$ cat src/rtl/fpws_pkg.sv
// Package for the flash page write stager: request types, result codes,
// configuration register indexes and reset values. No dependencies.
package fpws_pkg;

    typedef struct packed {
        logic [31:0] start_address;
        logic [7:0]  call_length;
        logic [7:0]  byte_index;
        logic [7:0]  byte_value;
    } in_item_t;

    typedef struct packed {
        logic        command;
        logic [31:0] nvm_address;
        logic [31:0] word_value;
        logic        last_of_run;
    } out_item_t;

    // Per-request decision handed from the call control to the sequencer.
    typedef struct packed {
        logic erase;
        logic store;
        logic flush;
    } call_dec_t;

    localparam logic CMD_ERASE_ROW  = 1'b0;
    localparam logic CMD_WRITE_WORD = 1'b1;

    localparam logic [1:0] CFG_SAFE_MODE   = 2'd0;
    localparam logic [1:0] CFG_APP_START   = 2'd1;
    localparam logic [1:0] CFG_FLASH_LIMIT = 2'd2;

    localparam logic        SAFE_MODE_RST   = 1'b1;
    localparam logic [31:0] APP_START_RST   = 32'h0000_2000;
    localparam logic [31:0] FLASH_LIMIT_RST = 32'h0004_0000;

endpackage

$ cat src/rtl/flash_page_write_stager_core.sv
// Flash page write stager top level: configuration registers, flush
// sequencer and output register. Depends on fpws_pkg, fpws_call_ctrl and
// fpws_page_ram.
//
// Each request carries one byte of a flash write call and is taken when no
// page flush is running and the output register is free; a row-aligned
// accepted call first produces an erase-row result. A call ending on a page
// boundary flushes the page as PAGE_BYTES/4 word writes; each word is a read
// of the page memory, then a load of the output register, and the input
// stays stalled until the last word of the page is loaded.
// PAGE_BYTES and ROW_BYTES must be powers of two. The page buffer reads as
// zero from reset; there is no clearing pass.
module flash_page_write_stager_core
    import fpws_pkg::*;
#(
    parameter int PAGE_BYTES = 64,
    parameter int ROW_BYTES  = 256
) (
    input  logic      clk,
    input  logic      rst_n,
    input  logic      cfg_we,
    input  logic [1:0]  cfg_index,
    input  logic [31:0] cfg_data,
    input  logic      in_valid,
    output logic      in_stall,
    input  in_item_t  in_item,
    output logic      out_valid,
    input  logic      out_stall,
    output out_item_t out_item
);

    localparam int PB_W  = $clog2(PAGE_BYTES);
    localparam int WORDS = PAGE_BYTES / 4;
    localparam int W_W   = $clog2(WORDS);

    typedef enum logic [1:0] {S_IDLE, S_RD, S_WR} state_t;

    state_t      state_reg;
    logic        safe_mode_reg;
    logic [31:0] app_start_reg, flash_limit_reg;
    logic [W_W-1:0] k_reg;
    logic [31:0] base_reg;
    logic        out_valid_reg;
    out_item_t   out_item_reg;

    logic        accept, out_free;
    call_dec_t   dec;
    logic [PB_W-1:0] store_addr;
    logic [31:0] page_base, rd_data;

    assign out_free = !out_valid_reg || !out_stall;
    assign in_stall = !((state_reg == S_IDLE) && out_free);
    assign accept   = in_valid && !in_stall;

    always_ff @(posedge clk or negedge rst_n)
    begin
        if (!rst_n)
        begin
            safe_mode_reg   <= SAFE_MODE_RST;
            app_start_reg   <= APP_START_RST;
            flash_limit_reg <= FLASH_LIMIT_RST;
        end
        else if (cfg_we)
        begin
            case (cfg_index)
                CFG_SAFE_MODE:   safe_mode_reg   <= cfg_data[0];
                CFG_APP_START:   app_start_reg   <= cfg_data;
                CFG_FLASH_LIMIT: flash_limit_reg <= cfg_data;
                default:         ;
            endcase
        end
    end

    fpws_call_ctrl #(
        .PAGE_BYTES (PAGE_BYTES),
        .ROW_BYTES  (ROW_BYTES)
    ) u_call_ctrl (
        .clk         (clk),
        .rst_n       (rst_n),
        .safe_mode   (safe_mode_reg),
        .app_floor   (app_start_reg),
        .flash_limit (flash_limit_reg),
        .item        (in_item),
        .accept      (accept),
        .dec         (dec),
        .store_addr  (store_addr),
        .page_base   (page_base)
    );

    fpws_page_ram #(
        .PAGE_BYTES (PAGE_BYTES)
    ) u_page_ram (
        .clk     (clk),
        .rst_n   (rst_n),
        .wr_en   (accept && dec.store),
        .wr_addr (store_addr),
        .wr_data (in_item.byte_value),
        .rd_en   (state_reg == S_RD),
        .rd_addr (k_reg),
        .rd_data (rd_data)
    );

    always_ff @(posedge clk or negedge rst_n)
    begin
        if (!rst_n)
        begin
            state_reg     <= S_IDLE;
            k_reg         <= '0;
            out_valid_reg <= 1'b0;
        end
        else
        begin
            case (state_reg)
                S_IDLE:
                begin
                    if (accept && dec.erase)
                    begin
                        out_valid_reg            <= 1'b1;
                        out_item_reg.command     <= CMD_ERASE_ROW;
                        out_item_reg.nvm_address <= in_item.start_address;
                        out_item_reg.word_value  <= '0;
                        out_item_reg.last_of_run <= !dec.flush;
                    end
                    else if (!out_stall)
                    begin
                        out_valid_reg <= 1'b0;
                    end
                    if (accept && dec.flush)
                    begin
                        base_reg  <= page_base;
                        k_reg     <= '0;
                        state_reg <= S_RD;
                    end
                end
                S_RD:
                begin
                    if (!out_stall)
                    begin
                        out_valid_reg <= 1'b0;
                    end
                    state_reg <= S_WR;
                end
                S_WR:
                begin
                    // The read data holds here until the output register is free.
                    if (out_free)
                    begin
                        out_valid_reg            <= 1'b1;
                        out_item_reg.command     <= CMD_WRITE_WORD;
                        out_item_reg.nvm_address <= {base_reg[31:PB_W], k_reg, 2'b00};
                        out_item_reg.word_value  <= rd_data;
                        out_item_reg.last_of_run <= (k_reg == W_W'(WORDS - 1));
                        if (k_reg == W_W'(WORDS - 1))
                        begin
                            state_reg <= S_IDLE;
                        end
                        else
                        begin
                            k_reg     <= k_reg + 1'b1;
                            state_reg <= S_RD;
                        end
                    end
                end
                default:
                begin
                    if (!out_stall)
                    begin
                        out_valid_reg <= 1'b0;
                    end
                    state_reg <= S_IDLE;
                end
            endcase
        end
    end

    assign out_valid = out_valid_reg;
    assign out_item  = out_item_reg;

    a_flush_starts: assert property (@(posedge clk) disable iff (!rst_n)
        accept && dec.flush |=> state_reg == S_RD)
        else $error("page flush did not start after its last byte");

    a_busy_stalls: assert property (@(posedge clk) disable iff (!rst_n)
        state_reg != S_IDLE |-> in_stall)
        else $error("request taken during a page flush");

    a_erase_zero: assert property (@(posedge clk) disable iff (!rst_n)
        out_valid_reg && out_item_reg.command == CMD_ERASE_ROW
            |-> out_item_reg.word_value == 32'd0)
        else $error("erase result carries a non-zero word");

    a_word_aligned: assert property (@(posedge clk) disable iff (!rst_n)
        out_valid_reg && out_item_reg.command == CMD_WRITE_WORD
            |-> out_item_reg.nvm_address[1:0] == 2'b00)
        else $error("word write address not word aligned");

endmodule

$ cat src/rtl/fpws_page_ram.sv
// Page buffer memory: word-wide synchronous RAM with byte writes and a
// registered read. Per-byte valid flops make unwritten bytes read as zero.
// Depends on nothing.
module fpws_page_ram #(
    parameter int PAGE_BYTES = 64
) (
    input  logic                               clk,
    input  logic                               rst_n,
    input  logic                               wr_en,
    input  logic [$clog2(PAGE_BYTES)-1:0]      wr_addr,
    input  logic [7:0]                         wr_data,
    input  logic                               rd_en,
    input  logic [$clog2(PAGE_BYTES/4)-1:0]    rd_addr,
    output logic [31:0]                        rd_data
);

    localparam int WORDS = PAGE_BYTES / 4;
    localparam int PB_W  = $clog2(PAGE_BYTES);

    logic [31:0]           mem [WORDS];
    logic [PAGE_BYTES-1:0] bval_reg;
    logic [31:0]           rd_word_reg;
    logic [3:0]            rd_mask_reg;
    logic [31:0]           mask_bits;

    always_ff @(posedge clk)
    begin
        if (wr_en)
        begin
            mem[wr_addr[PB_W-1:2]][8*wr_addr[1:0] +: 8] <= wr_data;
        end
        if (rd_en)
        begin
            rd_word_reg <= mem[rd_addr];
        end
    end

    always_ff @(posedge clk or negedge rst_n)
    begin
        if (!rst_n)
        begin
            bval_reg    <= '0;
            rd_mask_reg <= '0;
        end
        else
        begin
            if (wr_en)
            begin
                bval_reg[wr_addr] <= 1'b1;
            end
            if (rd_en)
            begin
                rd_mask_reg <= bval_reg[4*rd_addr +: 4];
            end
        end
    end

    always_comb
    begin
        for (int b = 0; b < 4; b++)
        begin
            mask_bits[8*b +: 8] = {8{rd_mask_reg[b]}};
        end
    end

    assign rd_data = rd_word_reg & mask_bits;

endmodule

$ cat src/rtl/fpws_call_ctrl.sv
// Call control: decides on the first byte of a call whether it is taken,
// tracks the current page base and flags erase, byte store and page flush.
// Depends on fpws_pkg.
module fpws_call_ctrl
    import fpws_pkg::*;
#(
    parameter int PAGE_BYTES = 64,
    parameter int ROW_BYTES  = 256
) (
    input  logic                          clk,
    input  logic                          rst_n,
    input  logic                          safe_mode,
    input  logic [31:0]                   app_floor,
    input  logic [31:0]                   flash_limit,
    input  in_item_t                      item,
    input  logic                          accept,
    output call_dec_t                     dec,
    output logic [$clog2(PAGE_BYTES)-1:0] store_addr,
    output logic [31:0]                   page_base
);

    localparam int PB_W = $clog2(PAGE_BYTES);
    localparam int RB_W = $clog2(ROW_BYTES);

    logic [31:0] cpb_reg, cpb_next;
    logic        call_acc_reg, call_acc_next;
    logic [31:0] end_addr;
    logic        first, safe_ok, ok, acc_eff, last_byte, in_range;
    logic [PB_W-1:0] idx_sum;

    assign end_addr  = item.start_address + 32'(item.call_length);
    assign page_base = {item.start_address[31:PB_W], PB_W'(0)};
    assign first     = (item.call_length == 8'd0) || (item.byte_index == 8'd0);

    always_comb
    begin
        safe_ok = !(safe_mode && ((item.start_address < app_floor) ||
                                  (end_addr >= flash_limit)));
        // A page-aligned start moves the current page before the page check.
        cpb_next = (safe_ok && item.start_address[PB_W-1:0] == '0)
                   ? item.start_address : cpb_reg;
        ok       = safe_ok && (page_base == cpb_next);
        acc_eff  = first ? ok : call_acc_reg;
        call_acc_next = acc_eff;
        in_range  = item.byte_index < item.call_length;
        last_byte = (item.call_length == 8'd0) ||
                    (item.byte_index == item.call_length - 8'd1);
        dec.erase = first && ok && (item.start_address[RB_W-1:0] == '0);
        dec.store = acc_eff && (item.call_length != 8'd0) && in_range;
        dec.flush = acc_eff && last_byte && (end_addr[PB_W-1:0] == '0);
    end

    assign idx_sum    = item.start_address[PB_W-1:0] + PB_W'(item.byte_index);
    assign store_addr = idx_sum;

    always_ff @(posedge clk or negedge rst_n)
    begin
        if (!rst_n)
        begin
            cpb_reg      <= '0;
            call_acc_reg <= 1'b0;
        end
        else if (accept && first)
        begin
            cpb_reg      <= cpb_next;
            call_acc_reg <= call_acc_next;
        end
    end

endmodule
$ cat config.mk
export PLATFORM = sky130hd
export DESIGN_NAME = flash_page_write_stager_core
export DESIGN_NICKNAME = d
export VERILOG_FILES = /design/src/rtl/fpws_pkg.sv /design/src/rtl/flash_page_write_stager_core.sv /design/src/rtl/fpws_page_ram.sv /design/src/rtl/fpws_call_ctrl.sv
export SDC_FILE = /design/constraint.sdc
export NUM_CORES = 1
export LEC_CHECK = 0
export BUFFER_PORTS_ARGS = -buffer_cell sky130_fd_sc_hd__buf_2
export CAP_MARGIN = 25
export CORE_MARGIN = 5
export CORE_UTILIZATION = 56
export CTS_BUF_LIST = sky130_fd_sc_hd__clkbuf_16
export CTS_CLUSTER_DIAMETER = 80
export DETAILED_ROUTE_END_ITERATION = 7
export MAX_ROUTING_LAYER = met4
export PLACE_DENSITY = 0.77
export SLEW_MARGIN = 5
export SYNTH_ARGS = -nofsm -noshare
export SYNTH_HDL_FRONTEND = slang
export SYNTH_HIERARCHICAL = 1
export SYNTH_SLANG_ARGS = --single-unit
$ cat constraint.sdc
create_clock -name clk -period 6.9 [get_ports clk]
set_input_delay 1.38 -clock clk [delete_from_list [all_inputs] [get_ports clk]]
set_output_delay 1.38 -clock clk [all_outputs]
set_load 0.01 [all_outputs]
==> impl_metrics.csv <==
group,metric,value,unit
layout,drive_above_1_share,28.8,%
timing,timing.final.ws_setup,0.432,ns
floorplan,chipWidth,261,um
drt,dr.pass1.iters,5,
place,dpl.hpwl,54300,um
clocking,post_cts_buffers,0,
power,powerDensity,313,nW/um2
drt,drc_errors,0,
floorplan,fp.dieH,261,um
floorplan,core_area,61900,um2
layout,largest_register_ffs,512,
clocking,cts_tree,"yes",
timing,fin_crit_sh,93.7,%
place,pre_cts_slack,-0.167,ns
global_routing,grt_usage,25.6,%
synthesis,yosysWarningCount,6,
worst_hold_path,min_path_type,"register to register",
clocking,htreeDepth,3,
clocking,cts_max_path_buffers,3,
timing,hold_viol_final,0,
global_routing,grt_first_pass_wirelength,127000,um
clocking,clk_latency,0.63,ns
flow_run,maxCapViolCount,0,
timing,setup_viol,0,
drt,first_iter_violations,1988,
layout,final_cell_area,39800,um2
worst_setup_path,cp_data_arrival_time,6.80,ns
timing,worst_pin_slew,0.967,ns
worst_setup_path,crit_type,"input pin to register",
clocking,cts.clk_slew.worst_paths,0.06,ns
floorplan,rows,91,
place,dp_cells,3068,
synthesis,synth_nets,2265,
clocking,cts-root-buf,"clkbuf_16",
timing,skew,0.0216,ns
timing,relSlewSlack,35.3,%
global_routing,grt_pass1_vias,20500,
clocking,cts_buffers,83,
drt,drtAntennaViolNets,0,
timing,max_freq,155,MHz
global_routing,overflow,0,
layout,area_growth,13.2,%
power,ir_worst_vdd,0.000329,V
timing,hold_slack,0.453,ns
synthesis,synth_area,35200,um2
clocking,clock_sinks,809,
drt,vias_per_cell,6.07,
synthesis,synth.avg_cell_area,16.9,um2
drt,vias,19500,
worst_setup_path,cp_max_fo,8,
floorplan,initial_utilization,56.8,%
global_routing,grt_max_degree,114,
run_status,status,"finished clean",
power,power.leakage,15.3,nW
drt,wirelength,83400,um
floorplan,ios,163,
layout,nFillCells,4245,
worst_setup_path,worstSetupStartpointType,"input pin",
worst_setup_path,worstSetupEndpointType,"register",
layout,stdcell_count,3222,
timing,fin_crit,6.47,ns
drt,routedWlPerCell,25.9,um
worst_setup_path,cp.required,7.23,ns
place,place.gp.congestion,0.919,
timing,rsz0062_at_grt,"false",
layout,fin_util,64.3,%
place,post_dp_cell_area,37100,um2
synthesis,syn_inst,2077,
floorplan,dieArea,67900,um2
timing,drv_slew,0,
layout,nets,2506,
place,port_buffers,162,
global_routing,antenna_found_initial,3,
[power breakdown]
group	leakage (nW)	switching, W	internal [W]
combinational	6.01	0.00128	0.00126
clock	1.34	0.00184	0.00246
sequential	7.92	0.000177	0.00544
total	15.3	0.00330	0.00916
[worst paths after layout]
kind	from	to	slack, ns	cells past startpoint
setup / recovery	in_item[16]	u_page_ram/mem[12][13]	0.43	27
hold / removal	u_page_ram/bval_reg[52]	u_page_ram/bval_reg[52]	0.45	1
setup reg to reg	app_start_reg[31]	u_page_ram/mem[12][13]	2.80	16
hold reg to reg	u_page_ram/bval_reg[52]	u_page_ram/bval_reg[52]	0.45	1
max in group asynchronous	rst_n	flash_limit_reg[18]	4.46	4
min in group asynchronous	rst_n	flash_limit_reg[13]	0.67	1
[critical path, stage by stage]
cell      delay [ns]
buf_2           0.09
ha_1            0.18
inv_1           0.06
fa_1            0.40
nor2b_1         0.12
o21ai_0         0.11
a21boi_0        0.26
o21ai_0         0.16
a21oi_1         0.28
and2_2          0.33
nand4_1         0.17
xnor2_1         0.16
ha_1            0.29
o21ai_0         0.17
nand2b_1        0.08
a311oi_1        0.34
o32ai_1         0.15
a21o_1          0.18
a21oi_2         0.19
o21ai_0         0.15
nor2_1          0.11
and3_1          0.30
nor2b_1         0.17
buf_4           0.20
nand2_1         0.23
nor2_1          0.29
buf_4           0.22
[what timing repair did]
action	in CTS	in global routing
setup endpoints to repair	0	6
resized for setup	0	1
hold buffers	0	0
[area by class of cell]
type	instances	area (um2)	area share [%]
Clock inverter	63	474	1.19
Antenna cell	3	7.51	0.0189
Multi-Input combinational cell	1078	10800	27.0
Sequential cell	809	23400	58.9
Clock buffer	86	2150	5.40
Tap cell	837	1050	2.63
Inverter	90	338	0.848
Timing Repair Buffer	256	1610	4.03
[cells in the final DEF (no fill, tap or decap), types with 8 or more instances in the layout]
cell type / count
clkinv_2: 15
mux2_4: 54
mux2i_1: 14
a21o_1: 43
nor3_1: 8
a211oi_1: 9
nand4_1: 16
nand2_1: 143
xor2_1: 11
nand3_1: 21
dfrtp_1: 166
and2_1: 110
buf_4: 88
nor2b_1: 8
ha_1: 91
mux4_2: 176
xnor2_1: 58
edfxtp_1: 636
a21oi_1: 28
mux2_2: 43
clkinv_1: 13
o21bai_1: 34
clkbuf_16: 86
nor2_1: 93
buf_2: 161
inv_1: 104
o21ai_0: 23
[metrics by stage]
stage	power, W	TNS [ns]
3_3_place_gp	0.00817	0
2_1_floorplan	0.00758	0
3_5_place_dp	0.00824	-11.02
5_1_grt	0.0130	0
4_1_cts	0.0125	0
6_report	0.0125	0
[per-layer routing]
layer / track usage, % / vias up / routed length [um]
met5: - / - / 0
met1: 33.5 / 10000 / 32200
met4: 7.29 / 0 / 2300
li1: - / 8349 / -
met2: 42.4 / 993 / 42400
met3: 3.98 / 164 / 6420
(Power assumes the default switching activity.)
